File: src/hdl/fcl_pkg.sv
package fcl_pkg;

  localparam int MAX_NODES  = 64;
  localparam int MAX_INPUTS = 1024;

  localparam int NODE_W  = 6;
  localparam int ELEM_W  = 10;
  localparam int WADDR_W = NODE_W + ELEM_W;
  localparam int NI_W    = 11;
  localparam int NN_W    = 7;
  localparam int VAL_W   = 16;
  localparam int PROD_W  = 32;
  localparam int ACC_W   = 40;
  localparam int RES_W   = 32;

  localparam logic [NI_W-1:0] INPUTS_RESET = NI_W'(784);
  localparam logic [NN_W-1:0] NODES_RESET  = NN_W'(64);

  typedef enum logic [1:0] {
    CMD_WEIGHT,
    CMD_BIAS,
    CMD_FEED,
    CMD_READ
  } cmd_t;

  typedef enum logic [1:0] {
    ST_OK,
    ST_RANGE,
    ST_INCOMPLETE
  } status_t;

  typedef enum logic [1:0] {
    CFG_INPUTS,
    CFG_NODES,
    CFG_MODE
  } cfg_idx_t;

  typedef enum logic [2:0] {
    S_IDLE,
    S_FEED,
    S_DRAIN,
    S_RD,
    S_EMIT
  } state_t;

  typedef struct packed {
    cmd_t                    command;
    logic [NODE_W-1:0]       node_index;
    logic [ELEM_W-1:0]       elem_index;
    logic signed [VAL_W-1:0] value;
  } in_item_t;

  typedef struct packed {
    logic signed [RES_W-1:0] result_value;
    status_t                 status;
  } out_item_t;

  typedef struct packed {
    logic                    vld;
    logic [NODE_W-1:0]       idx;
    logic signed [VAL_W-1:0] weight;
    logic signed [VAL_W-1:0] elem;
    logic signed [ACC_W-1:0] acc;
  } mac_in_t;

  typedef struct packed {
    logic                    vld;
    logic [NODE_W-1:0]       idx;
    logic signed [ACC_W-1:0] acc;
  } mac_out_t;

endpackage

File: src/hdl/fcl_mac.sv
module fcl_mac import fcl_pkg::*; (
  input  logic     clk,
  input  logic     rst_n,
  input  mac_in_t  mac_in,
  output mac_out_t mac_out
);

  localparam logic signed [ACC_W-1:0] ACC_MAX = {1'b0, {(ACC_W-1){1'b1}}};
  localparam logic signed [ACC_W-1:0] ACC_MIN = {1'b1, {(ACC_W-1){1'b0}}};

  logic                     vld_r;
  logic [NODE_W-1:0]        idx_r;
  logic signed [PROD_W-1:0] prod_r;
  logic signed [ACC_W-1:0]  acc_r;
  logic signed [ACC_W:0]    sum;

  always_ff @(posedge clk) begin
    if (!rst_n) begin
      vld_r <= 1'b0;
    end else begin
      vld_r <= mac_in.vld;
    end
  end

  always_ff @(posedge clk) begin
    idx_r  <= mac_in.idx;
    prod_r <= mac_in.weight * mac_in.elem;
    acc_r  <= mac_in.acc;
  end

  // saturating 40-bit accumulate
  always_comb begin
    sum = {acc_r[ACC_W-1], acc_r} + {{(ACC_W+1-PROD_W){prod_r[PROD_W-1]}}, prod_r};
    mac_out.vld = vld_r;
    mac_out.idx = idx_r;
    if (sum[ACC_W] != sum[ACC_W-1]) begin
      mac_out.acc = sum[ACC_W] ? ACC_MIN : ACC_MAX;
    end else begin
      mac_out.acc = sum[ACC_W-1:0];
    end
  end

endmodule

File: config.mk
export PLATFORM = sky130hd
export DESIGN_NAME = fcl_mac
export DESIGN_NICKNAME = d
export VERILOG_FILES = /design/src/hdl/fcl_pkg.sv /design/src/hdl/fcl_mac.sv
export SDC_FILE = /design/constraint.sdc
export NUM_CORES = 1
export LEC_CHECK = 0
export BUFFER_PORTS_ARGS = -buffer_cell sky130_fd_sc_hd__buf_2
export CAP_MARGIN = 15
export CORE_ASPECT_RATIO = 1.1
export CORE_MARGIN = 3
export CORE_UTILIZATION = 55
export CTS_CLUSTER_SIZE = 40
export DETAILED_ROUTE_END_ITERATION = 10
export PLACE_DENSITY = 0.72
export SLEW_MARGIN = 20
export SYNTH_ARGS = -nofsm -noshare
export SYNTH_HDL_FRONTEND = slang
export SYNTH_SLANG_ARGS = --single-unit
File: constraint.sdc
create_clock -name clk -period 7.7 [get_ports clk]
set_input_delay 1.155 -clock clk [delete_from_list [all_inputs] [get_ports clk]]
set_output_delay 1.155 -clock clk [all_outputs]
set_load 0.02 [all_outputs]
# Word level (Yosys, flattened, before mapping)
# Index checks and enable logic that the tools add are counted.
[word_totals]
input_bits = 81
ff_bits = 79
output_inout_bits = 47
word_cells = 9
[classes]
n_eq_ne = 1
n_mux = 2
n_addsub = 1
n_mul = 1
[op_table]
columns = ["cell", "n"]
rows = [
  ["two-way mux 40 bit", 2],
  ["adder 40 x 32 -> 41 bit", 1],
  ["multiplier 16 x 16 -> 32 bit", 1],
  ["!= test 1 bit", 1],
]

# Logic depth before layout (Yosys ltp)
[logic_depth]
word_depth = 3
mapped_depth = 24
depth_no_buf = 23

# Least setup slack after synthesis
# OpenSTA, ideal clock, no wires.
[synth_path]
path_kind = "input to register"
from = "input port mac_in[71] (netlist name)"
to = "register prod_r[31]"
n_path_buf = 1
slack_ns = 1.060
required_ns = 7.628
setup_ns = 0.072
cell_stages = 20
arrival_ns = 6.568
path_cell_list = "clkbuf_1 -> nand2_1 -> inv_1 -> fa_1 -> fa_1 -> fa_1 -> fa_1 -> fa_1 -> inv_1 -> fa_1 -> inv_1 -> ha_1 -> and3_1 -> nand2_1 -> o21ai_0 -> o2111ai_1 -> nand3_1 -> a31o_2 -> a21oi_1 -> xnor2_1"
[synth_between]
elab_chain_cells = 1
[synth_lines]
columns = ["element", "line_no", "text"]
rows = [
  ["from (decl)", "fcl_mac.sv:4", "input mac_in_t mac_in,"],
  ["multiplier 16 x 16 -> 32 bit", "fcl_mac.sv:27", "prod_r <= mac_in.weight * mac_in.elem;"],
  ["to (signal assigned)", "fcl_mac.sv:27", ""],
  ["to (decl)", "fcl_mac.sv:13", "logic signed [PROD_W-1:0] prod_r;"],
]
# No other way between the ends.
# A chain may end at the register's enable or synchronous reset.

# Final worst setup path
[layout_path]
from = "input port mac_in[41] (netlist name)"
to = "register prod_r[31]"
# Same word-level chain as after synthesis.

==> flow_metrics.env <==
export IMPL_status="complete, no violations"
export IMPL_dpl_hpwl_mm=26.4
export IMPL_start_util_pct=56.4
export IMPL_cts_resized=0
export IMPL_ys_seq_elements=79
export IMPL_postLayoutCoreUtil_pct=60.9
export IMPL_gr_usage_met3_pct=2.10
export IMPL_layout_commonest_cell="inv_1"
export IMPL_synthTopCellsByArea="fa_1 38%, dfxtp_1 11%, ha_1 11%, inv_1 7.7%, and2_1 5.7%"
export IMPL_yosysTopAreaCell="fa_1"
export IMPL_first_pass_iters=5
export IMPL_dieArea_um2=27300
export IMPL_synth_edf_count=0
export IMPL_dieHeight_um=173
export IMPL_drive_above_1_share_pct=12.0
export IMPL_fin_tns_setup_ns=0
export IMPL_rsz0062_at_grt="no"
export IMPL_syn_area_per_cell_um2=9.33
export IMPL_drc=0
export IMPL_synthArstFlopShare_pct=0
export IMPL_path_class="in -> reg"
export IMPL_cts_path_max_buffers=2
export IMPL_slew_violations=0
export IMPL_htreeDepth=3
export IMPL_ctsHoldBuffers=0
export IMPL_syn_area_um2=13900
export IMPL_yosysWarnings=0
export IMPL_synth_top_cell_area_share_pct=37.8
export IMPL_holdPathStages=1
export IMPL_area_growth_pct=7.91
export IMPL_ioPinCount=128
export IMPL_netlist_instances=1493
export IMPL_clock_sinks=79
export IMPL_yosysSeqAreaShare_pct=11.4
export IMPL_clock_root_buffer="clkbuf_16"
export IMPL_groute_layer_met1_usage_pct=29.5
export IMPL_grt_max_degree=37
export IMPL_grt_pass1_vias=11600
export IMPL_cp_required_ns=7.92
export IMPL_tightest_slew_ns=1.10
export IMPL_ant_nets=0
export IMPL_vias=10500
export IMPL_die_x_um=158
export IMPL_nFillCells=2130
export IMPL_num_rows=60
export IMPL_maxCapViolCount=0
export IMPL_worstPathArrival_ns=7.08
export IMPL_grt_busiest_layer="met2"
export IMPL_period_minus_slack_ns=6.86
export IMPL_met2_usage_pct=45.1
export IMPL_min_from="mac_in[29]"
export IMPL_hold_path_class="in -> reg"
export IMPL_numCtsBuffers=9
export IMPL_finalHoldViolCount=0
export IMPL_drt_iter0_markers=507
export IMPL_routed_wl_mm=31.8
export IMPL_holdPathEnd="acc_r[29]"
export IMPL_layout_common_cells="285 x inv_1, 263 x fa_1, 151 x nand2_1"
export IMPL_antenna_found_initial=0
export IMPL_max_freq_mhz=146
export IMPL_whs_ns=0.905
export IMPL_setup_violations=0
export IMPL_finalCritPeriodShare_pct=89.1
export IMPL_path_max_fanout=16
export IMPL_relSlewSlack_pct=26.6
export IMPL_start_kind="input pin"
export IMPL_end_kind="register"
export IMPL_n_antenna_cell=0
export IMPL_core_um2=24700
export IMPL_wl_per_cell_um=16.7
export IMPL_path_clk_slew_ns=0.07
export IMPL_synth_nets=1959
export IMPL_gp_congestion=0.913
export IMPL_postCtsSetupBuffers=0
export IMPL_port_buffers=127
export IMPL_synthDistinctLibCells=69
export IMPL_ys_flop_type="dfxtp_1"
export IMPL_grt_pass1_wl_mm=54.4
export IMPL_nNetsFinal=2051
export IMPL_grtUsageTotal_pct=24.7
export IMPL_via_per_inst=5.53
export IMPL_cts_tree="built"
export IMPL_grt_overflow=0
[cell families (layout without fill, tap and decap cells)]
kind of cell | Yosys count | in the layout | synth area share, %
compound gates | 236 | 236 | 11.6
flops | 79 | 79 | 11.4
buf+inv | 332 | 429 | 9.58
fa+ha+maj | 388 | 388 | 49.0
xor+xnor | 71 | 71 | 4.46
simple gates | 387 | 387 | 14.0
[synthesized netlist by cell type, types with 2 or more instances]
cell and count:
a2111oi_0 2, a211oi_1 8, a21boi_0 3, a21o_1 33, a21oi_1 70, a21oi_2 25, a31o_2 3, a31oi_1 5
a41oi_1 2, and2_1 128, and3_1 3, and4_1 2, buf_4 3, buf_6 6, clkbuf_1 32, clkbuf_8 3
dfxtp_1 79, fa_1 263, ha_1 122, inv_1 285, maj3_1 3, nand2_1 151, nand2b_1 12, nand3_1 5
nand3b_1 2, nand4_1 8, nor2_1 44, nor2b_1 8, nor3_1 10, o211ai_1 6, o211ai_2 2, o21a_1 7
o21ai_0 35, o21bai_1 12, o31ai_1 4, o41ai_1 2, or2_2 4, xnor2_1 45, xor2_1 26
[worst max-delay path by stage]
stage | depth (start not counted) | start | end | slack, ns
CTS | 20 | mac_in[41] | prod_r[31] | 0.86
global placement | 20 | mac_in[41] | prod_r[31] | 0.67
floorplan | 20 | mac_in[71] | prod_r[31] | 1.06
finish | 20 | mac_in[41] | prod_r[31] | 0.84
detailed placement | 20 | mac_in[41] | prod_r[31] | 0.52
global route | 20 | mac_in[41] | prod_r[31] | 0.49
[sequential cells by signal, indices dropped and copies added (netlist names)]
signal	flops
acc_r	40
vld_r	1
prod_r	32
idx_r	6
[per-stage QoR]
stage | area (um2) | setup slack [ns] | cells
after CTS | 15000 | 0.857 | 1900
after detailed placement | 14700 | 0.521 | 1884
final | 15000 | 0.840 | 1900
after global routing | 15000 | 0.492 | 1900
after floorplan | 13900 | 1.06 | 1493
after global placement | 14700 | 0.673 | 1884
[per-layer routing]
layer  vias up  wire length, um
met5         -                0
met4         0             1580
met3        96             1350
met2       313            16800
met1      5264            12000
li1       4836                -
[worst max-delay path, cell delays in order]
cell and delay [ns]:
buf_2 0.29, nand2_1 0.15, inv_1 0.14, fa_1 0.54
fa_1 0.90, fa_1 0.54, fa_1 0.51, fa_1 0.49
inv_1 0.05, fa_1 0.47, inv_1 0.04, ha_1 0.33
and3_1 0.25, nand3_1 0.10, a211oi_1 0.42, o2111ai_1 0.21
nand3_1 0.13, a31o_2 0.15, a21oi_1 0.07, xnor2_1 0.13
[area by class of cell]
type | instances | area (um2) | area share (%)
Clock buffer | 9 | 225 | 1.50
Clock inverter | 7 | 111 | 0.741
Inverter | 285 | 1070 | 7.12
Multi-Input combinational cell | 1082 | 11000 | 73.3
Sequential cell | 79 | 1580 | 10.5
Tap cell | 310 | 388 | 2.58
Timing Repair Buffer | 128 | 643 | 4.28
Power is left out: the tool's default activity adds up to more than one toggle a clock period on the data nets, which glitch-free logic cannot reach.
